==> config.mk <==
export PLATFORM = sky130hd
export DESIGN_NAME = fir_iq_mem
export DESIGN_NICKNAME = d
export VERILOG_FILES = /design/src/hw/rtl/assert_macros.svh /design/src/hw/rtl/fir_iq_pkg.sv /design/src/hw/rtl/fir_iq_mem.sv
export SDC_FILE = /design/constraint.sdc
export NUM_CORES = 2
export LEC_CHECK = 0
export ABC_AREA = 1
export BUFFER_PORTS_ARGS = -buffer_cell sky130_fd_sc_hd__buf_4
export CAP_MARGIN = 40
export CORE_MARGIN = 2
export CORE_UTILIZATION = 45
export DETAILED_ROUTE_END_ITERATION = 6
export PLACE_DENSITY = 0.67
export SLEW_MARGIN = 0
export SYNTH_ARGS = -nofsm -noshare
export SYNTH_HDL_FRONTEND = slang
export SYNTH_SLANG_ARGS = --single-unit
==> constraint.sdc <==
create_clock -name i_clk -period 3.4 [get_ports i_clk]
set_clock_uncertainty 0.05 [all_clocks]
set_input_delay 0.51 -clock i_clk [delete_from_list [all_inputs] [get_ports i_clk]]
set_output_delay 0.51 -clock i_clk [all_outputs]
set_load 0.02 [all_outputs]
==> src/hw/rtl/assert_macros.svh <==
// Assertion helper macros shared by the core and MAC RTL files.
`ifndef ASSERT_MACROS_SVH
`define ASSERT_MACROS_SVH

// Same-cycle implication, disabled while reset is asserted.
`define FIQ_ASSERT(lbl, clk, rst_n, ante, cons, msg) \
    lbl: assert property (@(posedge clk) disable iff (!(rst_n)) (ante) |-> (cons)) \
        else $error(msg);

// Next-cycle implication, disabled while reset is asserted.
`define FIQ_ASSERT_NEXT(lbl, clk, rst_n, ante, cons, msg) \
    lbl: assert property (@(posedge clk) disable iff (!(rst_n)) (ante) |=> (cons)) \
        else $error(msg);

`endif

==> src/hw/rtl/fir_iq_pkg.sv <==
// Shared types and constants of the I/Q FIR filter.
`default_nettype none

package fir_iq_pkg;

    localparam int unsigned MAX_TAPS_DEF = 64;
    localparam int unsigned DATA_W       = 16;
    localparam int unsigned CNT_W        = 7;
    localparam int unsigned IDX_W        = 6;
    localparam int unsigned PROD_W       = 2 * DATA_W;

    localparam logic [CNT_W-1:0] TAP_COUNT_RST = 7'd64;

    localparam logic OP_FILTER = 1'b0;
    localparam logic OP_LOAD   = 1'b1;

    // Sequencer to MAC control.
    typedef struct packed {
        logic clear;   // zero the accumulators
        logic rd_vld;  // memory read data is a live tap pair
    } t_mac_ctl;

endpackage

`default_nettype wire

==> src/hw/rtl/fir_iq_mem.sv <==
// Tap table and I/Q history memories with per-entry valid bits.
`default_nettype none

module fir_iq_mem #(
    parameter int unsigned MAX_TAPS = fir_iq_pkg::MAX_TAPS_DEF,
    localparam int unsigned AW = (MAX_TAPS > 1) ? $clog2(MAX_TAPS) : 1
) (
    input  wire logic                                 i_clk,
    input  wire logic                                 i_rst_n,
    input  wire logic                                 i_tap_we,
    input  wire logic [AW-1:0]                        i_tap_waddr,
    input  wire logic signed [fir_iq_pkg::DATA_W-1:0] i_tap_wdata,
    input  wire logic                                 i_hist_we,
    input  wire logic [AW-1:0]                        i_hist_waddr,
    input  wire logic signed [fir_iq_pkg::DATA_W-1:0] i_hist_wdata_i,
    input  wire logic signed [fir_iq_pkg::DATA_W-1:0] i_hist_wdata_q,
    input  wire logic [AW-1:0]                        i_tap_raddr,
    input  wire logic [AW-1:0]                        i_hist_raddr,
    output logic signed [fir_iq_pkg::DATA_W-1:0]      o_tap,
    output logic signed [fir_iq_pkg::DATA_W-1:0]      o_hist_i,
    output logic signed [fir_iq_pkg::DATA_W-1:0]      o_hist_q
);
    import fir_iq_pkg::*;

    logic signed [DATA_W-1:0] r_tap_mem  [MAX_TAPS];
    logic signed [DATA_W-1:0] r_hist_i_mem [MAX_TAPS];
    logic signed [DATA_W-1:0] r_hist_q_mem [MAX_TAPS];

    logic [MAX_TAPS-1:0] r_tap_vld;
    logic [MAX_TAPS-1:0] r_hist_vld;

    logic signed [DATA_W-1:0] r_tap_rd;
    logic signed [DATA_W-1:0] r_hist_i_rd;
    logic signed [DATA_W-1:0] r_hist_q_rd;
    logic                     r_tap_rv;
    logic                     r_hist_rv;

    // Valid bits: unwritten entries read as zero.
    always_ff @(posedge i_clk) begin
        if (!i_rst_n) begin
            r_tap_vld  <= '0;
            r_hist_vld <= '0;
        end else begin
            if (i_tap_we) begin
                r_tap_vld[i_tap_waddr] <= 1'b1;
            end
            if (i_hist_we) begin
                r_hist_vld[i_hist_waddr] <= 1'b1;
            end
        end
    end

    always_ff @(posedge i_clk) begin
        if (i_tap_we) begin
            r_tap_mem[i_tap_waddr] <= i_tap_wdata;
        end
        if (i_hist_we) begin
            r_hist_i_mem[i_hist_waddr] <= i_hist_wdata_i;
            r_hist_q_mem[i_hist_waddr] <= i_hist_wdata_q;
        end
        r_tap_rd    <= r_tap_mem[i_tap_raddr];
        r_tap_rv    <= r_tap_vld[i_tap_raddr];
        r_hist_i_rd <= r_hist_i_mem[i_hist_raddr];
        r_hist_q_rd <= r_hist_q_mem[i_hist_raddr];
        r_hist_rv   <= r_hist_vld[i_hist_raddr];
    end

    assign o_tap    = r_tap_rv  ? r_tap_rd    : '0;
    assign o_hist_i = r_hist_rv ? r_hist_i_rd : '0;
    assign o_hist_q = r_hist_rv ? r_hist_q_rd : '0;

endmodule

`default_nettype wire

==> flow_summary.toml <==
[run_status]
status = "finished with violations"
violations = "DRC"

[cts]
post_cts_buffers = 0
h-tree-depth = 5
clockBufferDepth = 4
cts_buffers = 326
cts-root-buf = "clkbuf_16"
cts_sinks = 3250
worstSkewPairLatency_ns = 0.91
cts.reportedPaths.clkPinSlew_ns = 0.06
cts_tree = "done"

[final_layout]
stdcell_area_um2 = 147000
layout-drive-gt1-share = 0.0878
nets = 11300
final_common_cell = "nand2_1"
final_cell_mix = "nand2_1 (3744), edfxtp_1 (3072), nand3_1 (2882), buf_4 (348), clkbuf_16 (338)"
synthToLayoutAreaGrowth_pct = 13.0
multi_input_area_um2 = 30600
fillCellCount = 24100
regArea_um2 = 95800
layout.cells.non_filler = 15300

[place]
place_congestion = 0.868
post_dp_cell_area_um2 = 137000
dp.cells = 14700
numPortBuffers = 123
dp_hpwl_um = 201000

[timing]
drv_slew = 0
hold_violations = 0
max_freq_ghz = 0.367
min_period_ns = 2.72
min_period_over_period = 0.800
setup_viol = 0
rsz0062_at_grt = "no"
worst_pin_slew_ns = 0.969
finalSetupTns_ns = 0
slew_headroom = 0.354
whs_ns = 0.161

[worst_setup_path]
reg2reg_depth = 8
cp-end-kind = "primary output"
rrSetupSlack_ns = 1.59
crit_chain = "buf_4, nand2_1, inv_1, buf_4"
crit_arrival_ns = 2.16
slowest_delay_ns = 0.37
reg2reg_to = "r_hist_i_rd[6]$_DFF_P_"
crit_path_max_fanout = 32
crit_top_cell = "buf_4"
start_kind = "flip-flop"
worstSetupPathType = "reg2out"
r2r_start = "r_hist_i_mem[27][6]$_DFFE_PP_"
cpMaxStageDelayCell = "dfxtp_1"
critical_path_required_ns = 2.84

[floorplan]
die_w_um = 542
die_y_um = 542
initial_core_util = 0.453
die_area_um2 = 294000
rows = 197
io_pins = 124
core_area_um2 = 288000

[grt]
grt_pass1_wl_um = 537000
grt_max_degree = 128
grt_overflow = 0
grt_pass1_vias = 83600
antenna_found_initial = 11
grtUsageTotal = 0.243

[power]
pwr_density_cell_nw_per_um2 = 578
p_leak_nw = 52.8
peakVddDrop_mv = 0.539
finalPower_mw = 85.1

[drt]
drtIter0Drc = 12200
avgViaCountPerCell = 5.75
firstDrtPassIters = 7
wl_per_cell_um = 24.0
drt_wl_total_um = 366000
vias = 87900
antenna_left = 0
drc_errors = 4

[worst_hold_path]
hp-start = "i_hist_wdata_q[12]"
hold-path-endpoint = "r_hist_q_mem[52][12]$_DFFE_PP_"
hp-class = "in2reg"
hold_depth = 1

[job]
drv_cap = 0

[logic_synthesis]
ys_types = 18
yosysSeqAreaShare = 0.735
synth.avg_cell_area_um2 = 11.7
synth_fp_nets = 11200
synth.yosys.warnings = 0
ys_ff_latch = 3250
syn_area_um2 = 130000
synth_cells = 11100
-- worst max-delay path: cells and delay by family (launching register included) --
kind	cells	cell delay [ns]
DFF	1	0.37
and+or+nand+nor	1	0.20
buffers and inverters	3	0.71
-- stage by stage --
stage / setup slack (ns) / utilization
3_5_place_dp: 0.158 / 0.475
2_1_floorplan: 0.653 / -
5_1_grt: 0.599 / 0.511
6_report: 0.679 / 0.511
4_1_cts: 0.590 / 0.511
3_3_place_gp: 0.184 / 0.474
-- kinds of logic after synthesis --
kind of cell  share of synthesized area
flops                             0.735
buf+inv                          0.0344
simple gates                      0.231
-- layer usage --
metal	wire length, um	GRT usage	share of wire	vias to the layer above
met4	16400	0.103	0.045	6
met3	38400	0.0434	0.10	789
met2	168000	0.381	0.46	4973
li1	-	-	-	39200
met1	143000	0.333	0.39	42900
met5	35	0	0.000096	-
-- Yosys cell counts --
cell      number  area [um2]
nor3_1        24         120
buf_2        331        1660
edfxtp_1    3072       92200
buf_4         72         541
buf_1         86         323
buf_12         1        20.0
inv_1        117         439
clkbuf_1     140         526
clkinv_1       4        15.0
nor2_1       397        1490
nand3_1     2882       14400
inv_2          3        11.3
dfxtp_1      178        3560
inv_4          1        6.26
clkinv_2       1        5.00
buf_8          1        15.0
nand2_1     3744       14100
buf_6         83         935
-- layout make-up --
type                    instances  area share
inverters                     126     0.00367
diodes                          3   0.0000510
clock buffers                 432      0.0614
well taps                    3781      0.0321
flip-flops and latches       3250       0.650
clock inverters               162     0.00961
multi-input cells            7047       0.208
repair buffers                477      0.0351
-- sequential cells by signal, summed over array words and instances (netlist names) --
name	count
r_hist_i_mem	1024
r_hist_q_mem	1024
r_tap_mem	1024
r_hist_vld	64
r_tap_vld	64
r_hist_i_rd	16
r_hist_q_rd	16
r_tap_rd	16
r_hist_rv	1
r_tap_rv	1
-- how the worst max path moves through the flow --
stage	endpoint	depth (start not counted)	slack, ns	from
floorplan	r_hist_i_mem[56][0]$_DFFE_PP_	4	0.65	i_hist_waddr[3]
global placement	r_hist_q_rd[15]$_DFF_P_	12	0.18	i_hist_raddr[0]
detailed placement	r_hist_q_rd[15]$_DFF_P_	12	0.16	i_hist_raddr[0]
CTS	o_hist_q[14]	4	0.59	r_hist_rv$_DFF_P_
global route	o_hist_q[14]	4	0.60	r_hist_rv$_DFF_P_
finish	o_hist_q[14]	4	0.68	r_hist_rv$_DFF_P_
-- timing repair --
item                                   4_1_cts  5_1_grt
hold buffers                                 2        0
resized for setup                            0        0
endpoints found under the hold margin        3        0
-- where the power goes --
group / internal, mW / switching (mW) / total (mW)
combinational: 1.37 / 4.14 / 5.51
sequential: 44.1 / 0.192 / 44.3
clock: 20.3 / 15.0 / 35.3
No activity file was read; power rests on OpenSTA's default activity.
