## src/hw/rtl/assert_macros.svh

```systemverilog
// Assertion helper macros shared by the core and MAC RTL files.
`ifndef ASSERT_MACROS_SVH
`define ASSERT_MACROS_SVH

// Same-cycle implication, disabled while reset is asserted.
`define FIQ_ASSERT(lbl, clk, rst_n, ante, cons, msg) \
    lbl: assert property (@(posedge clk) disable iff (!(rst_n)) (ante) |-> (cons)) \
        else $error(msg);

// Next-cycle implication, disabled while reset is asserted.
`define FIQ_ASSERT_NEXT(lbl, clk, rst_n, ante, cons, msg) \
    lbl: assert property (@(posedge clk) disable iff (!(rst_n)) (ante) |=> (cons)) \
        else $error(msg);

`endif

```

## src/hw/rtl/fir_iq_pkg.sv

```systemverilog
// Shared types and constants of the I/Q FIR filter.
`default_nettype none

package fir_iq_pkg;

    localparam int unsigned MAX_TAPS_DEF = 64;
    localparam int unsigned DATA_W       = 16;
    localparam int unsigned CNT_W        = 7;
    localparam int unsigned IDX_W        = 6;
    localparam int unsigned PROD_W       = 2 * DATA_W;

    localparam logic [CNT_W-1:0] TAP_COUNT_RST = 7'd64;

    localparam logic OP_FILTER = 1'b0;
    localparam logic OP_LOAD   = 1'b1;

    // Sequencer to MAC control.
    typedef struct packed {
        logic clear;   // zero the accumulators
        logic rd_vld;  // memory read data is a live tap pair
    } t_mac_ctl;

endpackage

`default_nettype wire

```

## src/hw/rtl/fir_iq_mac.sv

```systemverilog
// Shared two-lane multiply-accumulate with rounding and saturation.
`default_nettype none

`include "assert_macros.svh"

module fir_iq_mac #(
    parameter int unsigned MAX_TAPS = fir_iq_pkg::MAX_TAPS_DEF
) (
    input  wire logic                                 i_clk,
    input  wire logic                                 i_rst_n,
    input  wire fir_iq_pkg::t_mac_ctl                 i_ctl,
    input  wire logic signed [fir_iq_pkg::DATA_W-1:0] i_tap,
    input  wire logic signed [fir_iq_pkg::DATA_W-1:0] i_hist_i,
    input  wire logic signed [fir_iq_pkg::DATA_W-1:0] i_hist_q,
    output logic                                      o_busy,
    output logic signed [fir_iq_pkg::DATA_W-1:0]      o_res_i,
    output logic signed [fir_iq_pkg::DATA_W-1:0]      o_res_q
);
    import fir_iq_pkg::*;

    // Headroom for MAX_TAPS full-scale products.
    localparam int unsigned ACC_W = PROD_W + $clog2(MAX_TAPS + 1);
    localparam logic signed [ACC_W-1:0] RND    = ACC_W'(16384);
    localparam logic signed [ACC_W-1:0] SAT_HI = ACC_W'(32767);
    localparam logic signed [ACC_W-1:0] SAT_LO = -ACC_W'(32768);

    logic signed [PROD_W-1:0] r_prod_i;
    logic signed [PROD_W-1:0] r_prod_q;
    logic                     r_prd_vld;
    logic signed [ACC_W-1:0]  r_acc_i;
    logic signed [ACC_W-1:0]  r_acc_q;

    function automatic logic signed [DATA_W-1:0] round_sat(input logic signed [ACC_W-1:0] a);
        logic signed [ACC_W-1:0] t;
        logic signed [ACC_W-1:0] q;
        t = a + RND;
        q = t >>> 15;
        if (q > SAT_HI) begin
            return DATA_W'(SAT_HI);
        end else if (q < SAT_LO) begin
            return DATA_W'(SAT_LO);
        end
        return q[DATA_W-1:0];
    endfunction

    always_ff @(posedge i_clk) begin
        if (!i_rst_n) begin
            r_prd_vld <= 1'b0;
        end else begin
            r_prd_vld <= i_ctl.rd_vld && !i_ctl.clear;
        end
    end

    always_ff @(posedge i_clk) begin
        r_prod_i <= i_tap * i_hist_i;
        r_prod_q <= i_tap * i_hist_q;
        if (i_ctl.clear) begin
            r_acc_i <= '0;
            r_acc_q <= '0;
        end else if (r_prd_vld) begin
            r_acc_i <= r_acc_i + {{(ACC_W-PROD_W){r_prod_i[PROD_W-1]}}, r_prod_i};
            r_acc_q <= r_acc_q + {{(ACC_W-PROD_W){r_prod_q[PROD_W-1]}}, r_prod_q};
        end
    end

    assign o_busy  = r_prd_vld;
    assign o_res_i = round_sat(r_acc_i);
    assign o_res_q = round_sat(r_acc_q);

    // A clear lands only on an empty pipeline.
    `FIQ_ASSERT(a_clear_on_empty, i_clk, i_rst_n, i_ctl.clear, !i_ctl.rd_vld && !r_prd_vld, "MAC cleared with products in flight")

endmodule

`default_nettype wire

```

## config.mk

```make
export PLATFORM = sky130hd
export DESIGN_NAME = fir_iq_mac
export DESIGN_NICKNAME = d
export VERILOG_FILES = /design/src/hw/rtl/fir_iq_pkg.sv /design/src/hw/rtl/fir_iq_mac.sv
export VERILOG_INCLUDE_DIRS = /design/src /design/src/hw/rtl
export SDC_FILE = /design/constraint.sdc
export NUM_CORES = 2
export LEC_CHECK = 0
export ABC_AREA = 0
export BUFFER_PORTS_ARGS = -buffer_cell sky130_fd_sc_hd__clkbuf_2
export CORE_ASPECT_RATIO = 1.4
export CORE_MARGIN = 3
export CORE_UTILIZATION = 65
export CTS_CLUSTER_DIAMETER = 80
export DETAILED_ROUTE_END_ITERATION = 10
export PLACE_DENSITY = 0.85
export SLEW_MARGIN = 20
export SYNTH_ARGS = -nofsm -noshare
export SYNTH_HDL_FRONTEND = slang
export SYNTH_SLANG_ARGS = --single-unit
```

## constraint.sdc

```tcl
create_clock -name i_clk -period 17.57 [get_ports i_clk]
set_clock_uncertainty 0.15 [all_clocks]
set_input_delay 3.514 -clock i_clk [delete_from_list [all_inputs] [get_ports i_clk]]
set_output_delay 3.514 -clock i_clk [all_outputs]
set_load 0.1 [all_outputs]
```

==> reports/qor.txt <==
Critical Path RT = 17.74 ns
Drt drc = 0
Crit path cell chain = clkbuf_2 > and2_1 > fa_1 > inv_1 > fa_1 > fa_1 > fa_1 > inv_1 > fa_1 > inv_1 > fa_1 > inv_1 > ha_1 > a21o_1 > a21oi_2 > o21bai_1 > a21o_1 > a2111oi_4 > o21ai_2 > a21o_1 > a211oi_2 > a21oi_1 > xnor2_1
Initial Util = 0.665
CP max stage cell = fa_1
CTS Sinks = 143
Max-slew violation count = 0
Final non-filler cell total = 3743
Slew @ Worst Pin = 1.08 ns
Max-Cap Viols = 0
Final Hold Viols = 0
CTS buffer count = 17
Post-Synthesis Cell Area = 0.0283 sq mm
Hold-fix buffers, CTS = 0
H-Tree Depth = 4
# Post-CTS Setup Buffers = 0
Root Driver = clkbuf_16
Chip width = 182 um
Relative slew slack = 0.279
Final setup viols = 0
Detailed-route via count = 21900
RSZ-0062 raised after global routing = no
Hold WS = 0.321 ns
Largest net degree at the start of global routing = 86
Place WS = 7.41 ns
Most used cell, CP = fa_1
Overflow after GRT = 0
Crit path largest cell delay = 0.56 ns
Final ANT Viol Nets = 0
Routed WL = 66.9 mm
Placed cell count = 3707
Final min period = 9.70 ns
TritonCTS clock tree = yes
Crit. End Element = flop
Period utilization = 0.552
IO Port Bufs = 84
Share of the synthesized area in the top cell type = 0.372
Setup ws final = 7.87 ns
Die area = 0.0461 sq mm
Top_reg_cell synth = dfxtp_1
DPL Wire Length = 53.7 mm
Crit Path Max Fanout = 32
Antenna violations before repair = 3
CP Launch Type = input pin
Clk slew on worst S/H paths = 0.06 ns
Gr usage total = 0.301
Critical Path AT = 9.88 ns
Post-synthesis sequential area ratio = 0.101
Vias per inst = 5.85
Avg Inst Size Synth = 8.88 sq um
EDFF count, synth = 0
Site row count = 89
Worst hold path class = reg2reg
Syn nets = 4006
Kind of critical path = in2reg
Placer Congestion = 0.951
Avg WL per Cell = 17.9 um
Core Area = 0.0425 sq mm
#FFs+latches synth = 143
Share of cells above drive strength 1 = 0.0492
Sum Neg Setup Slack = 0 ns
Layout Area Growth over Synthesis = 4.71%
Worst-Skew Late Latency = 0.45 ns
Area contributors post-synth = fa_1 37%, ha_1 11%, dfxtp_1 10%
Post-cts resize count = 0
Netlist cell types = 85
CTS Buffer Depth = 2
Starting DRC count in detailed routing = 1333
Syn Inst Count = 3186
Pre-Repair DR Iteration Count = 5
Synth async-reset ratio = 0
Synth warn = 0
Die extent in y = 253 um
Global-route wire length before repair = 113 mm
Outcome = complete, no violations
Top-level I/O count = 85
Synth area leader = fa_1
Vias in the first global route = 23900
Final Net Count = 4000
Max Clock Freq = 0.103 GHz
-- area by class of cell --
type	instances	area, sq um
antenna	4	10.0
clock buffer	18	439
clock inverter	14	190
fill	3273	12900
inverter	613	2300
multi-input combinational	2319	22700
sequential	143	2870
tap	546	683
timing repair buffer	86	435
-- worst max-delay path: cells and delay by family --
| kind | cells | cell delay [ns] |
|---|---|---|
| adder cells (fa/ha/maj) | 7 | 3.37 |
| AO/OA/AOI/OAI | 9 | 1.79 |
| buffers and inverters | 5 | 0.69 |
| AND/OR/NAND/NOR | 1 | 0.35 |
| XOR/XNOR | 1 | 0.15 |
-- placed cells by master (no fill, tap or decap), drive strengths merged, types with 13 or more instances in the layout --
| cell type | synthesis | final |
|---|---|---|
| a31oi | 13 | 13 |
| mux2i | 38 | 38 |
| nor2 | 155 | 155 |
| and2 | 254 | 254 |
| fa | 526 | 526 |
| inv | 613 | 614 |
| a211oi | 26 | 26 |
| nand2b | 31 | 31 |
| a21oi | 129 | 129 |
| nand3 | 44 | 44 |
| clkbuf | 102 | 102 |
| ha | 242 | 242 |
| o21ai | 105 | 105 |
| dfxtp | 143 | 143 |
| and3 | 22 | 22 |
| o21bai | 20 | 20 |
| nor3 | 23 | 23 |
| a21o | 42 | 42 |
| xor2 | 52 | 52 |
| xnor2 | 119 | 119 |
| nand2 | 326 | 326 |
| nand4 | 24 | 24 |
-- path summary, 6_finish.rpt --
kind | start | endpoint | slack, ns | cells after the start
max | i_tap[7] | r_prod_q[31]$_DFF_P_ | 7.87 | 23
min reg2reg | r_acc_i[12]$_SDFFE_PP0P_ | r_acc_i[12]$_SDFFE_PP0P_ | 0.32 | 2
min | r_acc_i[12]$_SDFFE_PP0P_ | r_acc_i[12]$_SDFFE_PP0P_ | 0.32 | 2
max reg2reg | r_acc_q[0]$_SDFFE_PP0P_ | r_acc_q[38]$_SDFFE_PP0P_ | 13.99 | 13
-- synthesized netlist by cell type (4+ instances only) --
| master | count |
|---|---|
| or2_2 | 4 |
| nor4_1 | 8 |
| mux2i_1 | 38 |
| xnor2_1 | 119 |
| nand4_1 | 22 |
| nor2b_1 | 9 |
| a211o_1 | 7 |
| o2111ai_1 | 6 |
| a21o_1 | 42 |
| clkbuf_1 | 102 |
| o21ai_1 | 11 |
| and3_1 | 20 |
| nor2_1 | 153 |
| nand3_1 | 43 |
| a21oi_1 | 126 |
| nand2b_1 | 31 |
| o211ai_1 | 7 |
| buf_1 | 4 |
| or3_1 | 7 |
| o22ai_1 | 11 |
| o21bai_1 | 20 |
| nand2_1 | 326 |
| o21ai_0 | 91 |
| ha_1 | 242 |
| nor3_1 | 21 |
| dfxtp_1 | 143 |
| xor2_1 | 52 |
| o21a_1 | 11 |
| fa_1 | 526 |
| a31oi_1 | 12 |
| inv_1 | 613 |
| and2_1 | 254 |
| a211oi_1 | 23 |
-- metal layers --
layer / track usage / share of wire / vias up
li1: - / - / 9924
met1: 0.356 / 0.37 / 11000
met2: 0.551 / 0.53 / 803
met3: 0.0345 / 0.055 / 206
met4: 0.130 / 0.043 / 0
met5: 0 / 0 / -
-- sequential cells by signal (all words and copies together), names as in the netlist --
signal,flops
r_prod_i,32
r_acc_q,39
r_prod_q,32
o_busy,1
r_acc_i,39
-- per-stage QoR --
stage / area (sq um) / util
after floorplan: 28300 / -
final: 29600 / 0.697
after detailed placement: 29000 / 0.682
after CTS: 29600 / 0.696
after global placement: 29000 / 0.682
after global routing: 29600 / 0.697
-- kinds of logic after synthesis --
kind of cell	count (synthesis)	share of synthesized area
buf+inv	724	0.0964
compound gates	415	0.0936
mux	39	0.0138
xor+xnor	171	0.0529
simple gates	926	0.163
fa+ha+maj	768	0.479
flops	143	0.101
Power is not shown: default switching activity piles up to over one toggle a cycle in this logic, so the estimate is an artifact.
